--- config.mk ---
export PLATFORM = sky130hd
export DESIGN_NAME = ccal_div
export DESIGN_NICKNAME = d
export VERILOG_FILES = /design/src/rtl/core/ccal_pkg.sv /design/src/rtl/core/ccal_div.sv
export SDC_FILE = /design/constraint.sdc
export NUM_CORES = 1
export LEC_CHECK = 0
export BUFFER_PORTS_ARGS = -buffer_cell sky130_fd_sc_hd__buf_2
export CORE_MARGIN = 2
export CORE_UTILIZATION = 60
export DETAILED_ROUTE_END_ITERATION = 16
export GPL_ROUTABILITY_DRIVEN = 0
export GPL_TIMING_DRIVEN = 0
export HOLD_SLACK_MARGIN = 0.08
export PLACE_DENSITY = 0.88
export SYNTH_ARGS = -nofsm -noshare
export SYNTH_HDL_FRONTEND = slang
export SYNTH_SLANG_ARGS = --single-unit
export TNS_END_PERCENT = 10
--- constraint.sdc ---
create_clock -name clk -period 4.6 [get_ports clk]
set_input_delay 0.46 -clock clk [delete_from_list [all_inputs] [get_ports clk]]
set_output_delay 0.46 -clock clk [all_outputs]
set_load 0.01 [all_outputs]
--- src/rtl/core/ccal_pkg.sv ---
package ccal_pkg;

  localparam int NUM_BINS   = 10;
  localparam int HIST_DEPTH = 256;

  localparam int CONF_W   = 17;
  localparam int FRAC_W   = 16;
  localparam int CNT_W    = 32;
  localparam int FACT_W   = 18;
  localparam int PERIOD_W = 16;
  localparam int MINS_W   = 16;
  localparam int ONE_Q16  = 65536;

  localparam int BIN_AW  = $clog2(NUM_BINS);
  localparam int HIST_AW = $clog2(HIST_DEPTH);
  localparam int FILL_W  = $clog2(HIST_DEPTH + 1);
  localparam int TWO_N   = 2 * NUM_BINS;
  localparam int TWO_N_W = $clog2(TWO_N + 1);
  localparam int SQ_W    = 2 * CONF_W - 1;
  localparam int SUM_W   = CNT_W + FILL_W;
  localparam int DIV_DW  = CNT_W + TWO_N_W;
  localparam int ECE_S_W = DIV_DW + BIN_AW;
  localparam int DIV_NW  = ECE_S_W + FRAC_W;
  localparam int CNT_DW  = $clog2(DIV_NW + 1);

  localparam int PADDR_W = 4;
  localparam int PDATA_W = 32;

  localparam logic [CONF_W-1:0] ONE_C = CONF_W'(ONE_Q16);

  typedef logic [1:0] reg_idx_t;
  localparam reg_idx_t REG_RECAL_PERIOD   = 2'd0;
  localparam reg_idx_t REG_MIN_SAMPLES    = 2'd1;
  localparam reg_idx_t REG_FACTOR_FLOOR   = 2'd2;
  localparam reg_idx_t REG_FACTOR_CEILING = 2'd3;

  typedef struct packed {
    logic [FACT_W-1:0] factor;
    logic [CNT_W-1:0]  correct;
    logic [CNT_W-1:0]  pred;
  } bin_ent_t;

  typedef struct packed {
    logic              ok;
    logic [CONF_W-1:0] conf;
  } hist_ent_t;

  localparam int BENT_W = $bits(bin_ent_t);
  localparam int HENT_W = $bits(hist_ent_t);

endpackage

--- src/rtl/core/ccal_div.sv ---
module ccal_div
  import ccal_pkg::*;
(
  input  logic              clk,
  input  logic              rst_n,
  input  logic              start,
  input  logic [DIV_NW-1:0] num,
  input  logic [DIV_DW-1:0] den,
  output logic              done,
  output logic [DIV_NW-1:0] quo
);

  logic [DIV_NW-1:0] q_r;
  logic [DIV_DW-1:0] rem_r;
  logic [DIV_DW-1:0] den_r;
  logic [CNT_DW-1:0] cnt_r;
  logic              busy_r;
  logic              done_r;
  logic [DIV_DW:0]   sh_c;
  logic              ge_c;
  logic [DIV_DW:0]   diff_c;

  always_comb begin
    sh_c   = {rem_r, q_r[DIV_NW-1]};
    ge_c   = sh_c >= {1'b0, den_r};
    diff_c = sh_c - {1'b0, den_r};
  end

  always_ff @(posedge clk) begin
    if (!rst_n) begin
      busy_r <= 1'b0;
      done_r <= 1'b0;
      cnt_r  <= '0;
    end else begin
      done_r <= 1'b0;
      if (start) begin
        busy_r <= 1'b1;
        cnt_r  <= CNT_DW'(DIV_NW);
      end else if (busy_r) begin
        cnt_r <= cnt_r - 1'b1;
        if (cnt_r == CNT_DW'(1)) begin
          busy_r <= 1'b0;
          done_r <= 1'b1;
        end
      end
    end
  end

  always_ff @(posedge clk) begin
    if (start) begin
      q_r   <= num;
      rem_r <= '0;
      den_r <= den;
    end else if (busy_r) begin
      q_r   <= {q_r[DIV_NW-2:0], ge_c};
      rem_r <= ge_c ? diff_c[DIV_DW-1:0] : sh_c[DIV_DW-1:0];
    end
  end

  assign done = done_r;
  assign quo  = q_r;

endmodule

==> metrics.yaml, run 1 <==
status: "completed"
synth_warnings: 0
row_count: 41
period_share_pct: 75.10
crit_path_top_delay_cell: "a311oi_1"
final_cell_count_no_fill: 1062
final.fill_count: 876
drive_above_1_share_pct: 30.22
finalPower_uw: 3695
setup.worst_path.end_class: "register"
cts_sinks: 139
crit_top_cell: "o21ai_0"
cts_buffers: 17
hp-class: "in2reg"
path_cells: "inv_1, ha_1, inv_1, fa_1, a21oi_1, o21ai_0, a211oi_2, o21ai_0, a311oi_1, o31a_1, o21ai_0, xnor2_1, o21ai_0"
core_um2: 12520
dieWidth_um: 116.9
crit_fanout: 4
grt_pass1_wl_mm: 30.37
area_delta_synth_final_pct: 20.44
synth_seq_cells: 139
finalWorstSetupSlack_ps: 1145
worstPathRequired_ps: 4950
numPortBuffers: 154
htree_num_levels: 4
dp_slack_ps: 1243
cts_max_path_buffers: 2
cts_resized: 0
min_from: "den[30]"
hold_buffers: 0
grtUsageTotal_pct: 29.54
grt_pass1_vias: 6031
syn_area_per_cell_um2: 10.88
synthTopCellsByArea: "edfxtp_1, dfxtp_1, mux2_2"
grt_max_degree: 45
syn_area_um2: 7650
reg2reg_depth: 13
power.density_nw_per_um2: 401.0
wl_mm: 19.41
setup.worst_path.class: "reg2reg"
antenna_found_initial: 0
synthDominantCellAreaShare_pct: 36.90
ios: 155
avgRoutedWirePerCell_um: 18.28
via_per_inst: 5.838
hold_depth: 1
grt_overflow: 0
path_buf_inv: 2
syn_nets: 840
synth-async-reset-ratio_pct: 0
cts_tree: "yes"
start_util_pct: 61.12
setup_viol: 0
vias: 6200
synth_edf_count: 94
relSlewSlack_pct: 42.27
fp.dieH_um: 116.9
initialDrtViolationCount: 516
r2r_end: "rem_r[32]"
dp.cells: 1030
synth_ff_type: "edfxtp_1"
insertion_delay_ps: 430
setup.worst_path.start_class: "register"
clk_pin_slew_worst_paths_ps: 70
cp.arrival_ps: 3800
post_cts_buffers: 0
finalMaxSlewViolations: 0
place_hpwl_mm: 13.60
yosysTopAreaCell: "edfxtp_1"
firstDrtPassIters: 5
worst_pin_slew_ps: 866.0
fin_setup_tns_ps: 0
diodes: 0
ys_seq_area_share_pct: 48.68
r2r-start: "quo[56]"
ys_types: 60
netlist_instances: 703
nets: 1014
die_area_um2: 13670
drc: 0
fmax_mhz: 289.5
cap_violations: 0
slowest_delay_ps: 560
ff2ff_setup_slack_ps: 1150
ir_drop_uv: 447.3
p_leak_uw: 0.003934
fin_crit_ps: 3455
worstHoldEndpoint: "den_r[30]"
hold_violations: 0
rsz0062_at_grt: "no"
ant_nets: 0
root_buffer: "clkbuf_16"
critical_path.top_delay_family: "compound AO/OA/AOI/OAI gates"
final.setup_skew_ps: 11.18
utilization_pct: 73.61
-- cells in the mapped netlist (2+ instances only) --
| cell type | n |
|---|---|
| a211o_1 | 3 |
| a211oi_1 | 25 |
| a211oi_2 | 3 |
| a21o_1 | 19 |
| a21oi_1 | 48 |
| a221oi_1 | 2 |
| a311oi_1 | 5 |
| a31oi_1 | 3 |
| and2_1 | 3 |
| and3_1 | 3 |
| buf_6 | 4 |
| clkbuf_1 | 25 |
| dfxtp_1 | 45 |
| edfxtp_1 | 94 |
| ha_1 | 39 |
| inv_1 | 57 |
| mux2_2 | 60 |
| mux2i_1 | 23 |
| nand2_1 | 39 |
| nand2_2 | 2 |
| nand2b_1 | 6 |
| nand3_1 | 3 |
| nand4_1 | 10 |
| nor2_1 | 52 |
| nor2b_1 | 4 |
| nor3_1 | 10 |
| nor4_1 | 2 |
| o211ai_1 | 4 |
| o21a_1 | 8 |
| o21ai_0 | 27 |
| o21ai_1 | 3 |
| o21ai_2 | 3 |
| o21ba_2 | 2 |
| o21bai_1 | 6 |
| xnor2_1 | 19 |
| xor2_1 | 18 |
-- worst reg2reg max path: cells and delay by family, from the launching register on --
kind | cells | cell delay, ps
flip-flops | 1 | 430
adder cells (fa/ha/maj) | 2 | 560
buffers and inverters | 2 | 130
XOR/XNOR | 1 | 150
AO/OA/AOI/OAI | 8 | 2090
-- layer usage --
metal | global-route usage (%) | vias up | wire [µm]
met5 | 0 | - | 0
met4 | 10.90 | 0 | 489
met3 | 10.92 | 44 | 1837
met2 | 49.79 | 288 | 9715
met1 | 34.71 | 2947 | 7369
li1 | - | 2921 | -
-- report_power, final --
group          internal [µW]  total [µW]  leakage [µW]  switching [µW]
clock network            710        1320      0.000265             608
registers               1470        1540       0.00131            72.4
logic                    362         836       0.00236             473
-- cell families (layout without fill, tap and decap cells) --
family / count (synthesis) / after routing / share of synthesized area [%]
compound gates: 173 / 173 / 15.13
simple gates: 141 / 141 / 8.456
flops: 139 / 139 / 48.68
buf+inv: 90 / 277 / 5.021
mux: 83 / 83 / 11.84
fa+ha+maj: 40 / 40 / 6.641
xor+xnor: 37 / 37 / 4.236
-- layout make-up --
type | count | area, µm² | share of cell area, %
timing repair buffer | 155 | 790.8 | 8.582
clock buffer | 17 | 425.4 | 4.617
tap | 172 | 215.2 | 2.336
clock inverter | 15 | 132.6 | 1.439
buffer | 33 | 170.2 | 1.847
inverter | 57 | 214.0 | 2.322
sequential | 139 | 3724 | 40.41
multi-input combinational | 474 | 3542 | 38.44
-- registers in the layout, summed over array words and instances (netlist names) --
| name | cells |
|---|---|
| quo | 57 |
| rem_r | 37 |
| cnt_r | 6 |
| busy_r | 1 |
| done | 1 |
| den_r | 37 |
-- how the worst max path moves through the flow --
| stage | from | end | cells past startpoint | slack [ps] |
|---|---|---|---|---|
| after global routing | quo[56] | rem_r[28] | 13 | 970 |
| final | quo[56] | rem_r[32] | 13 | 1150 |
| after global placement | start | quo[50] | 4 | 690 |
| after detailed placement | quo[56] | rem_r[28] | 13 | 1240 |
| after CTS | quo[56] | rem_r[32] | 13 | 1200 |
| after floorplan | quo[56] | quo[0] | 14 | 1530 |
-- placed cells by master, fill, tap and decap left out, drive strengths merged, types with 4 or more instances in the layout --
master    instances
nand2b            6
a311oi            5
clkbuf           42
mux2             60
edfxtp           94
o211ai            5
o21a              8
a21oi            49
mux2i            23
nand4            10
nand2            41
o21ai            33
ha               39
a211oi           28
a21o             19
inv              65
buf             163
nor2             52
o21bai            6
clkinvlp          4
nor2b             4
xnor2            19
dfxtp            45
nor3             10
xor2             18
-- per-stage QoR --
step           cell area (µm²)  hold WS (ps)
2_1_floorplan             7650         460.8
3_3_place_gp              8636         485.8
3_5_place_dp              8656         489.0
4_1_cts                   9214         191.6
5_1_grt                   9214         190.5
6_report                  9214         199.0
Note: power is estimated with default switching activity, not from simulation.
==> inputs of run 2 (changes only) <==
--- a/config.mk
+++ b/config.mk
@@ -7,12 +7,12 @@
 export LEC_CHECK = 0
 export BUFFER_PORTS_ARGS = -buffer_cell sky130_fd_sc_hd__buf_2
 export CORE_MARGIN = 2
-export CORE_UTILIZATION = 60
+export CORE_UTILIZATION = 50
 export DETAILED_ROUTE_END_ITERATION = 16
 export GPL_ROUTABILITY_DRIVEN = 0
 export GPL_TIMING_DRIVEN = 0
 export HOLD_SLACK_MARGIN = 0.08
-export PLACE_DENSITY = 0.88
+export PLACE_DENSITY = 0.79
 export SYNTH_ARGS = -nofsm -noshare
 export SYNTH_HDL_FRONTEND = slang
 export SYNTH_SLANG_ARGS = --single-unit
==> constraint.sdc (replaced) <==
create_clock -name clk -period 2.9 [get_ports clk]
set_input_delay 0.29 -clock clk [delete_from_list [all_inputs] [get_ports clk]]
set_output_delay 0.29 -clock clk [all_outputs]
set_load 0.01 [all_outputs]
==> run 2 against run 1 <==
  * Final area is 7.2% higher
  * Worst setup slack worse by 1300 ps
  * The run now ends with setup timing left
  * Critical path depth stayed put
  * Clock power is 61% higher
  * Sequential share of layout area is 2.7 points lower
  * Clock-buffer cell count is 2 higher
  * Core utilization is 8.2 points lower
  * Clock skew is 0.86 ps lower
  * Highest routed layer unchanged
  * Via count is 0.26% lower
  * Fmax is 11% higher
  * First-iteration DRC count is 17% lower
==> metrics.yaml, run 2 (synthesis gave the netlist of run 1 again) <==
power.density_nw_per_um2: 613.0
netSwitchingPower_uw: 1814
setup.worst_path.class: "reg2reg"
worst_pin_slew_ps: 894.2
initialDrtViolationCount: 428
violations: "setup timing"
ff2ff_setup_slack_ps: -200
vias: 6184
setup_viol: 32
grt_overflow: 0
setup.worst_path.start_class: "register"
p_int_uw: 4241
grt_pass1_vias: 6288
antenna_found_initial: 0
drive_above_1_share_pct: 32.55
cts_max_path_buffers: 2
worstPathRequired_ps: 3080
root_buffer: "clkbuf_16"
fin_crit_ps: 3101
p_seq_share_pct: 40.3
nets: 1058
area_delta_synth_final_pct: 29.11
htree_num_levels: 4
top_usage_layer: "met2"
avgRoutedWirePerCell_um: 17.12
setup.worst_path.end_class: "register"
switching_share_pct: 29.96
combinationalPowerShare_pct: 24.5
largest_reg_flops: 57
grt_pass1_wl_mm: 30.54
final_common_cell: "buf_2"
dp.cells: 1046
final_cell_count_no_fill: 1122
cts_buffers: 17
hold_violations: 0
final_cell_mix: "buf_2, edfxtp_1, mux2_2"
row_count: 45
rsz0062_at_grt: "yes"
diodes: 0
fin_setup_tns_ps: -2370
grt_max_degree: 45
die_area_um2: 16300
start_util_pct: 50.70
cts_tree: "yes"
status: "complete, but fails checks"
fmax_mhz: 322.5
firstDrtPassIters: 8
via_per_inst: 5.512
use_met3_pct: 8.180
relSlewSlack_pct: 40.38
p_clk_share_pct: 35.2
clk_pin_slew_worst_paths_ps: 60
numPortBuffers: 154
finalMaxSlewViolations: 0
cp.arrival_ps: 3280
cap_violations: 0
fp.dieH_um: 127.7
crit_fanout: 7
hp-class: "in2reg"
final.setup_skew_ps: 10.32
drc: 0
core_um2: 15090
global_route.usage.met1_pct: 28.86
wl_mm: 19.21
ir_drop_uv: 497.7
place_hpwl_mm: 13.40
p_leak_uw: 0.004179
dieWidth_um: 127.7
grtUsageTotal_pct: 23.92
insertion_delay_ps: 430
ant_nets: 0
ios: 155
utilization_pct: 65.46
met2_usage_pct: 40.39
finalWorstSetupSlack_ps: -201.1
period_share_pct: 106.9
cts_sinks: 139
==> run 2: final cells by class <==
cell class                 instances  area (µm²)
clock inverter                    13       128.9
buffer                            31       173.9
sequential                       139        3724
inverter                          57       214.0
multi-input combinational        474        3665
clock buffer                      19       442.9
fill                            1151        5213
timing repair buffer             201        1294
tap                              188       235.2
==> run 2: power by group through the flow <==
stage / Combinational, µW / Sequential (µW) / Clock (µW)
floorplan: 879 / 2500 / 0
global placement: 1270 / 2470 / 0
detailed placement: 1300 / 2480 / 0
CTS: 1430 / 2440 / 2150
global route: 1610 / 2460 / 2240
finish: 1480 / 2440 / 2130
==> run 2: what timing repair did <==
action | 4_1_cts | 5_1_grt
cloned | 2 | 0
endpoints found under the hold margin | 37 | 0
pin swaps | 7 | 15
resized for setup | 22 | 21
setup buffers | 5 | 2
setup endpoints to repair | 38 | 38
hold buffers | 37 | 0
==> run 2: final timing paths <==
check / cells after the start / endpoint / startpoint
hold / removal: 3 / done / rst_n
hold reg to reg: 2 / rem_r[13] / rem_r[13]
setup / recovery: 13 / quo[0] / quo[56]
setup reg to reg: 13 / quo[0] / quo[56]
==> run 2: critical path: stages (launching register included) <==
cell and delay, ps:
edfxtp_1 410, inv_1 80, ha_2 180, inv_2 40, fa_2 360, a21oi_2 170, o21ai_2 90, a211oi_2 260
o211ai_2 120, a211o_1 320, a21o_4 260, buf_12 150, buf_8 150, mux2_2 260
==> run 2: routing by layer <==
| layer | routed length (µm) | vias up |
|---|---|---|
| li1 | - | 2996 |
| met3 | 1438 | 25 |
| met1 | 8113 | 2960 |
| met4 | 301 | 0 |
| met5 | 0 | - |
| met2 | 9357 | 203 |
==> run 2: through the flow <==
step	hold WS (ps)	setup slack [ps]	instance area [µm²]	total power, µW
detailed placement	468.2	-261.7	8682	3773
CTS	143.3	-157.4	9797	6022
floorplan	388.9	-20.52	7656	3377
finish	151.7	-201.1	9877	6055
global placement	467.6	-934.2	8662	3740
global route	146.2	-285.5	9877	6309
