--- src/rtl/core/ccal_ram.sv ---
module ccal_ram #(
  parameter int WIDTH = 8,
  parameter int DEPTH = 16
) (
  input  logic                     clk,
  input  logic                     we,
  input  logic [$clog2(DEPTH)-1:0] waddr,
  input  logic [WIDTH-1:0]         wdata,
  input  logic                     re,
  input  logic [$clog2(DEPTH)-1:0] raddr,
  output logic [WIDTH-1:0]         rdata
);

  logic [WIDTH-1:0] mem [DEPTH];
  logic [WIDTH-1:0] rdata_r;

  always_ff @(posedge clk) begin
    if (we) begin
      mem[waddr] <= wdata;
    end
    if (re) begin
      rdata_r <= mem[raddr];
    end
  end

  assign rdata = rdata_r;

endmodule

--- config.mk ---
export PLATFORM = sky130hd
export DESIGN_NAME = ccal_ram
export DESIGN_NICKNAME = d
export VERILOG_FILES = /design/src/rtl/core/ccal_ram.sv
export SDC_FILE = /design/constraint.sdc
export NUM_CORES = 1
export LEC_CHECK = 0
export ABC_AREA = 0
export ABC_CLOCK_PERIOD_IN_PS = 1900
export BUFFER_PORTS_ARGS = -buffer_cell sky130_fd_sc_hd__buf_2
export CORE_MARGIN = 1
export CORE_UTILIZATION = 45
export DETAILED_ROUTE_END_ITERATION = 16
export SLEW_MARGIN = 20
export SYNTH_ARGS = -nofsm -noshare
export SYNTH_HDL_FRONTEND = slang
export SYNTH_SLANG_ARGS = --single-unit
--- constraint.sdc ---
create_clock -name clk -period 1.9 [get_ports clk]
set_input_delay 0.285 -clock clk [delete_from_list [all_inputs] [get_ports clk]]
set_output_delay 0.285 -clock clk [all_outputs]
set_load 0.03 [all_outputs]
==> results of run 1 <==
logic make-up after synthesis:
group,after synthesis,synth area share
AOI/OAI and AO/OA,16,0.0230
buffers and inverters,10,0.0165
DFF,136,0.781
muxes,32,0.148
and+or+nand+nor,35,0.0314
registers in the layout (all words and copies together) (netlist names):
register and cells:
mem 128, rdata 8
metrics by stage:
step / hold WS (ps) / cells / instance area (um^2) / util
floorplan: 384 / 229 / 5230 / -
global route: 244 / 440 / 6300 / 0.568
global placement: 676 / 409 / 5660 / 0.511
CTS: 249 / 440 / 6300 / 0.568
detailed placement: 675 / 409 / 5660 / 0.511
finish: 262 / 440 / 6300 / 0.568
worst max-delay path, stage by stage, from the launching register on:
cell                       delay, ps
sky130_fd_sc_hd__edfxtp_1        360
sky130_fd_sc_hd__mux4_1          520
sky130_fd_sc_hd__a22oi_1         340
sky130_fd_sc_hd__nand2_1          90
cell usage in the layout, fill, tap and decap left out:
cell                         Yosys  final
sky130_fd_sc_hd__clkinv_1        0      2
sky130_fd_sc_hd__or3b_2          1      1
sky130_fd_sc_hd__mux4_1         14     14
sky130_fd_sc_hd__buf_12          0      3
sky130_fd_sc_hd__nand2b_1        2      2
sky130_fd_sc_hd__clkinv_2        0      3
sky130_fd_sc_hd__clkbuf_16       0     17
sky130_fd_sc_hd__a22oi_1        16     16
sky130_fd_sc_hd__clkinv_4        0      3
sky130_fd_sc_hd__buf_4           1     21
sky130_fd_sc_hd__nand3_1         1      1
sky130_fd_sc_hd__edfxtp_1      136    136
sky130_fd_sc_hd__nand3b_1        2      2
sky130_fd_sc_hd__mux4_2         18     18
sky130_fd_sc_hd__nor2_1         13     13
sky130_fd_sc_hd__nor2b_1         1      1
sky130_fd_sc_hd__buf_2           3     26
sky130_fd_sc_hd__and2_1          1      1
sky130_fd_sc_hd__and2b_1         1      1
sky130_fd_sc_hd__clkinvlp_4      0      1
sky130_fd_sc_hd__bufinv_16       0      5
sky130_fd_sc_hd__nor3_1          4      4
sky130_fd_sc_hd__nand2_1         9      9
final timing paths:
check | start | end
max | mem[1][0]$_DFFE_PP_ | rdata[0]$_DFFE_PP_
min | re | rdata[3]$_DFFE_PP_
max reg2reg | mem[1][0]$_DFFE_PP_ | rdata[0]$_DFFE_PP_
min reg2reg | mem[12][6]$_DFFE_PP_ | rdata[6]$_DFFE_PP_
cell type report:
| type | count | area share |
|---|---|---|
| clock inverter | 14 | 0.0328 |
| sequential | 136 | 0.649 |
| tap | 140 | 0.0278 |
| multi-input combinational | 83 | 0.168 |
| clock buffer | 17 | 0.0676 |
| timing repair buffer | 50 | 0.0552 |
power by group through the flow:
stage          Clock (mW)  Sequential [mW]  Combinational [mW]
4_1_cts              3.50             3.40               0.348
5_1_grt              3.64             3.41               0.371
3_5_place_dp            0             3.46               0.347
2_1_floorplan           0             3.49               0.171
3_3_place_gp            0             3.46               0.340
6_report             3.45             3.40               0.341
per-layer routing:
layer  share of wire  vias up  GRT usage
met3           0.044        2     0.0480
met5               0        -          0
met2            0.48       62      0.268
met1            0.47     1232      0.264
li1                -     1099          -
met4          0.0045        0     0.0743
==> results.txt, run 1 <==
The clock latency of the later-clocked register in the worst-skew pair is 400 ps. The total number of vias is 2395. The endpoint arrival time on the critical path is 1710 ps.

From synthesis to final layout, the design area changed by 20.4%. STA classifies the critical path endpoint as a flop. The number of nets in the layout is 307. For the worst setup path, the data required time is 2050 ps. The relative max-transition margin is 0.726. The layout has 837 filler cells. The maximum clock rate came out at 0.642 GHz. The flip-flop and latch area is 4080 um^2.

STA classifies the critical path startpoint as a flop. The total nets after synthesis is 248. The relative contribution of the clock network to total power came out at 0.479. The share of the clock period used by the worst path after layout is 0.820. Summed over all layers, the routed wires come to 9690 um. The number of gates resized after CTS came out at 0.

The post-synthesis register bit count is 136. For this run, the total global-route usage over all layers was measured as 0.184. The number of primary I/O pins came out at 27. The number of DRC markers in iteration 0 came out at 176. The total die area came out at 12100 um^2. Yosys attributes the largest share of cell area to sky130_fd_sc_hd__edfxtp_1, sky130_fd_sc_hd__mux4_2, sky130_fd_sc_hd__mux4_1.

After routing, the total negative slack on setup checks comes to 0 ps. The via count of the first global-routing pass is 2476. The post-CTS setup repair buffer count came out at 0. The mean number of vias per cell is 5.44. Summed over all nets, the switching power comes to 1.36 mW. The number of warnings issued by yosys came out at 0. The post-CTS clock slew at the launch and capture registers of the worst setup and hold paths came out at 60 ps. The HPWL after detailed placement came out at 6380 um.

The maximum vdd drop came out at 0.631 mV. In the final layout, the multi-input gates occupy 1060 um^2. At the pin with the least slew margin, the transition time is 411 ps. The number of max-slew violations in the final report is 0. The average wire per standard cell is 22.0 um. The share of synthesized area in the top cell type comes to 0.781. The run finished with clean final reports. The starting density of the core is 0.472. The die boundary width is 110 um. The worst setup path category is flop to flop. Across the run, the number of max-cap violations was 0. The commonest cells after synthesis are sky130_fd_sc_hd__edfxtp_1, sky130_fd_sc_hd__mux4_2, sky130_fd_sc_hd__a22oi_1.

For this run, design rule violations remaining after detail routing come to 0. The setup-violating endpoint count in the final report came out at 0. Along the worst path, the maximum fanout reaches 1. The post-route minimum period came out at 1560 ps. The total design power came out at 7.19 mW.

The sequential element share of the synthesized area is 0.781. The leakage power of the design came out at 2.16 nW. The CTS sink count came out at 136.

The pin count of the biggest net entering global routing is 21. The row count is 38. Setup repair after global routing left no endpoint under its margin. The worst setup slack after placement is 27.1 ps.

The combinational cell fraction of total power is 0.047. Buffers inserted to repair hold after CTS numbered 0. The number of flops mapped to enable cells by yosys came out at 136. Port buffering added 26 buffers. The final worst-path setup slack is 342 ps. The internal power of the cells totals 5.83 mW. The buffer cell driving the clock tree root is sky130_fd_sc_hd__clkbuf_16. The final hold violation count was 0. Clock skew on the completed layout was measured at 8.76 ps. The biggest area contributor in the post-synthesis netlist is sky130_fd_sc_hd__edfxtp_1.

The number of antenna diodes in the final layout is 0. For this run, the leading register cell type out of synthesis is sky130_fd_sc_hd__edfxtp_1. TritonCTS created 17 clock buffers. The first-pass detailed-route iteration total is 4. Measured along the y axis, the die boundary spans 110 um. The most frequent cell after synthesis is sky130_fd_sc_hd__edfxtp_1. The setup slack of the most critical reg-to-reg path is 340 ps. The number of levels in the clock H-tree came out at 4. The core area is 11100 um^2.

The switching part of the total is 0.189. The total power per unit cell area came out at 1140 nW/um^2. The post-synthesis cell area is 5230 um^2. The depth of the worst register-to-register path came out at 3. The first-pass GRT wire length is 14700 um. The number of antenna violations at the first check in global routing is 0.

The sequential cell fraction of total power came out at 0.473. The routability congestion estimate came out at 0.775. The cell count of the worst hold path is 1. The number of distinct library cell variants in the gate-level netlist after synthesis is 18.

The worst hold path class is primary input to flop. Global routing finished with a remaining overflow of 0. The CTS tree is done.

The share of flip-flops with an asynchronous set or reset after synthesis came out at 0. The maximum buffer depth of the clock tree is 2. Counting every instance in the synthesized netlist gives 229. The mean instance size in the synthesized netlist is 22.8 um^2. Of the cells placed in the final design, the portion with a size suffix greater than 1 is 0.327.

The post-detailed-route count of antenna-violating nets came out at 0.
Note: power is estimated with default switching activity, not from simulation.
==> run 2, diff against run 1 <==
--- a/config.mk
+++ b/config.mk
@@ -5,8 +5,8 @@
 export SDC_FILE = /design/constraint.sdc
 export NUM_CORES = 1
 export LEC_CHECK = 0
-export ABC_AREA = 0
-export ABC_CLOCK_PERIOD_IN_PS = 1900
+export ABC_AREA = 1
+export ABC_CLOCK_PERIOD_IN_PS = 1600
 export BUFFER_PORTS_ARGS = -buffer_cell sky130_fd_sc_hd__buf_2
 export CORE_MARGIN = 1
 export CORE_UTILIZATION = 45
==> constraint.sdc (replaced) <==
create_clock -name clk -period 1.6 [get_ports clk]
set_input_delay 0.24 -clock clk [delete_from_list [all_inputs] [get_ports clk]]
set_output_delay 0.24 -clock clk [all_outputs]
set_load 0.03 [all_outputs]
==> results.txt, run 2 <==
In this run the static leakage power is 2.92 nW. The synthesized design contains 136 register bits. The post-synthesis cell area came out at 5850 um^2. The combined global-route utilization of all metal layers is 0.218. In this run, CTS created clock tree buffers numbering 17. The final worst-path setup slack is 314 ps. During placement, the flow inserted port buffers numbering 26. Counting flops with an async set or reset pin after synthesis yields a share of 0.

CTS placed an instance of sky130_fd_sc_hd__clkbuf_16 at the clock tree root. Dividing the detail-routed wire length by the instance count gives 16.9 um. The number of flops mapped to enable cells by yosys is 136.

The HPWL after detailed placement came out at 8460 um. The leftover overflow at the end of global routing came out at 0. Measured against its own limit, the worst slew margin works out to 0.620. The wire length reported by the detailed router came out at 13200 um.

In the synthesized netlist the dominant register cell turns out to be sky130_fd_sc_hd__edfxtp_1. The floorplan step set the die height to 116 um. The via count of the first global-routing pass is 3698.

Of the total power, registers draw 0.523. Along the worst path, the maximum fanout reaches 1. The post-CTS setup repair buffer count is 0.

Internal power comes to 6.06 mW. The setup slack of the most critical reg-to-reg path is 450 ps. Entering global routing, the biggest net connects 33 pins.

The number of max-slew violations in the final report came out at 0. At the end of the flow, the number of nets in the layout was 618. The CTS sink count came out at 136. CTS built an H-tree with a depth of 4. The routability congestion estimate came out at 0.864.

The area growth from synthesis to layout is 15.0%. The first-pass detailed-route iteration total came out at 4. For this run, the share of the core covered by cells in the final layout is 0.533. The number of antenna violations at the first check in global routing came to 0. The total power per unit cell area is 1150 nW/um^2. The post-CTS clock slew at the launch and capture registers of the worst setup and hold paths came out at 50 ps. For the finished layout, the period the worst path requires is 1290 ps.

The worst setup slack after placement is 54.4 ps. The most critical setup path has its endpoint at rdata[0]. The number of gates on the worst path with buffers counted came out at 1. The final clock skew came out at 5.63 ps. The number of warnings issued by yosys came out at 0. In the finished design, the share of the clock period the worst path needs comes to 0.804.

The largest total area in the synthesized netlist belongs to sky130_fd_sc_hd__edfxtp_1. The slew of the pin with the lowest slew margin came out at 570 ps. The run finished with clean final reports. The post-detailed-route count of antenna-violating nets came out at 0. Sorting the synthesized cells by how often they occur yields sky130_fd_sc_hd__nand2_1, sky130_fd_sc_hd__edfxtp_1, sky130_fd_sc_hd__inv_1. The sequential element share of the synthesized area is 0.698. The setup path with the least slack is of type flop to primary output.

The top cell type's share of synthesized area came out at 0.698. The first global-routing pass estimated 20400 um of wire. The switching part of the total came out at 0.218. In this run the critical register-to-register path is launched from mem[3][2]$_DFFE_PP_. Of the cells placed in the final design, the portion with a size suffix greater than 1 is 0.127. In this run the worst setup path begins at rdata[0]$_DFFE_PP_.

The number of antenna diodes in the final layout is 0. The mean number of vias per cell came out at 4.88. The clock latency of the later-clocked register in the worst-skew pair is 410 ps. The maximum vdd drop is 0.603 mV. The total number of vias is 3800. The worst register-to-register path ends at rdata[2]$_DFFE_PP_. The longest clock path from root to sink contains 2 buffers.

Counting cells, the worst reg-to-reg path comes to 6. The setup-violating endpoint count in the final report came out at 0. The floorplan has 41 rows. In this run the power spent charging and discharging nets is 1.68 mW.

The residual DRC count is 0. The synthesized instance count came out at 551. In the post-synthesis netlist, the biggest area contributors are sky130_fd_sc_hd__edfxtp_1, sky130_fd_sc_hd__nand2_1, sky130_fd_sc_hd__nand3_1. For this configuration, the core starts out at a cell density of 0.463. The number of nets in the synthesized netlist is 570. The post-route setup TNS is 0 ps. Among all stages on the critical path, the largest delay is contributed by sky130_fd_sc_hd__edfxtp_1. The relative contribution of the clock network to total power came out at 0.410.

The number of distinct library cell variants in the gate-level netlist after synthesis came out at 11. The total die area came out at 13500 um^2. STA puts the critical path data arrival time at 1050 ps. The max-capacitance violation count is 0. The maximum clock rate came out at 0.777 GHz. The CTS tree is done.

The critical path required time is 1360 ps. The number of DRC markers in iteration 0 came out at 368. The kind of cell with the highest combined delay on the critical path is flip-flops.

The number of buffer and inverter stages on the critical path is 1. The register with the most flip-flops in the layout has 128 of them. The combinational cell fraction of total power is 0.068.

The mean instance size in the synthesized netlist came out at 10.6 um^2. On the worst path, the slowest cell contributes a delay of 430 ps. The kind of start point of the critical path is a flop. Setup repair after global routing left no endpoint under its margin. The core area is 12600 um^2. In this run, post-CTS hold repair placed 0 buffers.

The critical path goes through buf_2. STA classifies the critical path endpoint as a primary output. The number of primary I/O pins is 27. In the layout the commonest cells are sky130_fd_sc_hd__nand2_1, sky130_fd_sc_hd__edfxtp_1, sky130_fd_sc_hd__inv_1. In the post-synthesis netlist, the cell with the most instances is sky130_fd_sc_hd__nand2_1. The number of gates resized after CTS came out at 0. In this run the worst hold path is classified as primary input to flop. The final hold violation count is 0. Leaving out fill and tap cells, the most frequent cell in the layout is sky130_fd_sc_hd__nand2_1.

The register with the most flip-flops is mem. The die boundary width came out at 116 um.
## run 2: changes by cell type after synthesis, moves of 4 or more
| cell | previous run | this run |
|---|---|---|
| sky130_fd_sc_hd__a22oi_1 | 16 | 0 |
| sky130_fd_sc_hd__mux4_2 | 18 | 0 |
| sky130_fd_sc_hd__nand2_1 | 9 | 173 |
| sky130_fd_sc_hd__inv_1 | 0 | 100 |
| sky130_fd_sc_hd__buf_2 | 3 | 13 |
| sky130_fd_sc_hd__nand3_1 | 1 | 97 |
| sky130_fd_sc_hd__nor2_1 | 13 | 17 |
| sky130_fd_sc_hd__nor3_1 | 4 | 0 |
| sky130_fd_sc_hd__mux4_1 | 14 | 0 |
## run 2: cells by family (layout without fill, tap and decap cells)
group / after synthesis / count (layout) / synth area share
and+or+nand+nor: 289 / 289 / 0.208
DFF: 136 / 136 / 0.698
buffers and inverters: 126 / 182 / 0.0939
## run 2: layout make-up
cell class,count,area (um^2)
timing repair buffer,53,358
clock buffer,18,429
multi-input combinational,289,1210
tap,172,215
sequential,136,4080
inverter,102,383
fill,1155,5900
clock inverter,9,40.0
## run 2: worst min path at each step
stage                  start                   to  cells past startpoint
finish                    re   rdata[6]$_DFFE_PP_                      1
detailed placement        re   rdata[2]$_DFFE_PP_                      1
global route              re   rdata[4]$_DFFE_PP_                      1
CTS                       re   rdata[4]$_DFFE_PP_                      1
global placement          re   rdata[1]$_DFFE_PP_                      1
floorplan           wdata[0]  mem[0][0]$_DFFE_PP_                      0
## run 2: through the flow
stage	total power, mW	cell area (um^2)	std cells	hold WS [ps]
after floorplan	4.42	5850	551	339
after global placement	4.63	6250	752	608
after detailed placement	4.64	6250	752	619
after CTS	7.81	6720	779	177
after global routing	7.99	6720	779	190
final	7.74	6720	779	199
## run 2: power groups by stage
stage,combinational (mW),clock (mW),sequential [mW]
2_1_floorplan,0.281,0,4.14
3_3_place_gp,0.521,0,4.11
3_5_place_dp,0.527,0,4.11
4_1_cts,0.528,3.23,4.04
5_1_grt,0.582,3.36,4.05
6_report,0.525,3.17,4.04
## run 2: per-layer routing
| metal | vias up | track usage | share of wire |
|---|---|---|---|
| li1 | 1871 | - | - |
| met1 | 1799 | 0.289 | 0.45 |
| met2 | 115 | 0.342 | 0.48 |
| met3 | 15 | 0.0544 | 0.057 |
| met4 | 0 | 0.0906 | 0.014 |
| met5 | - | 0 | 0 |
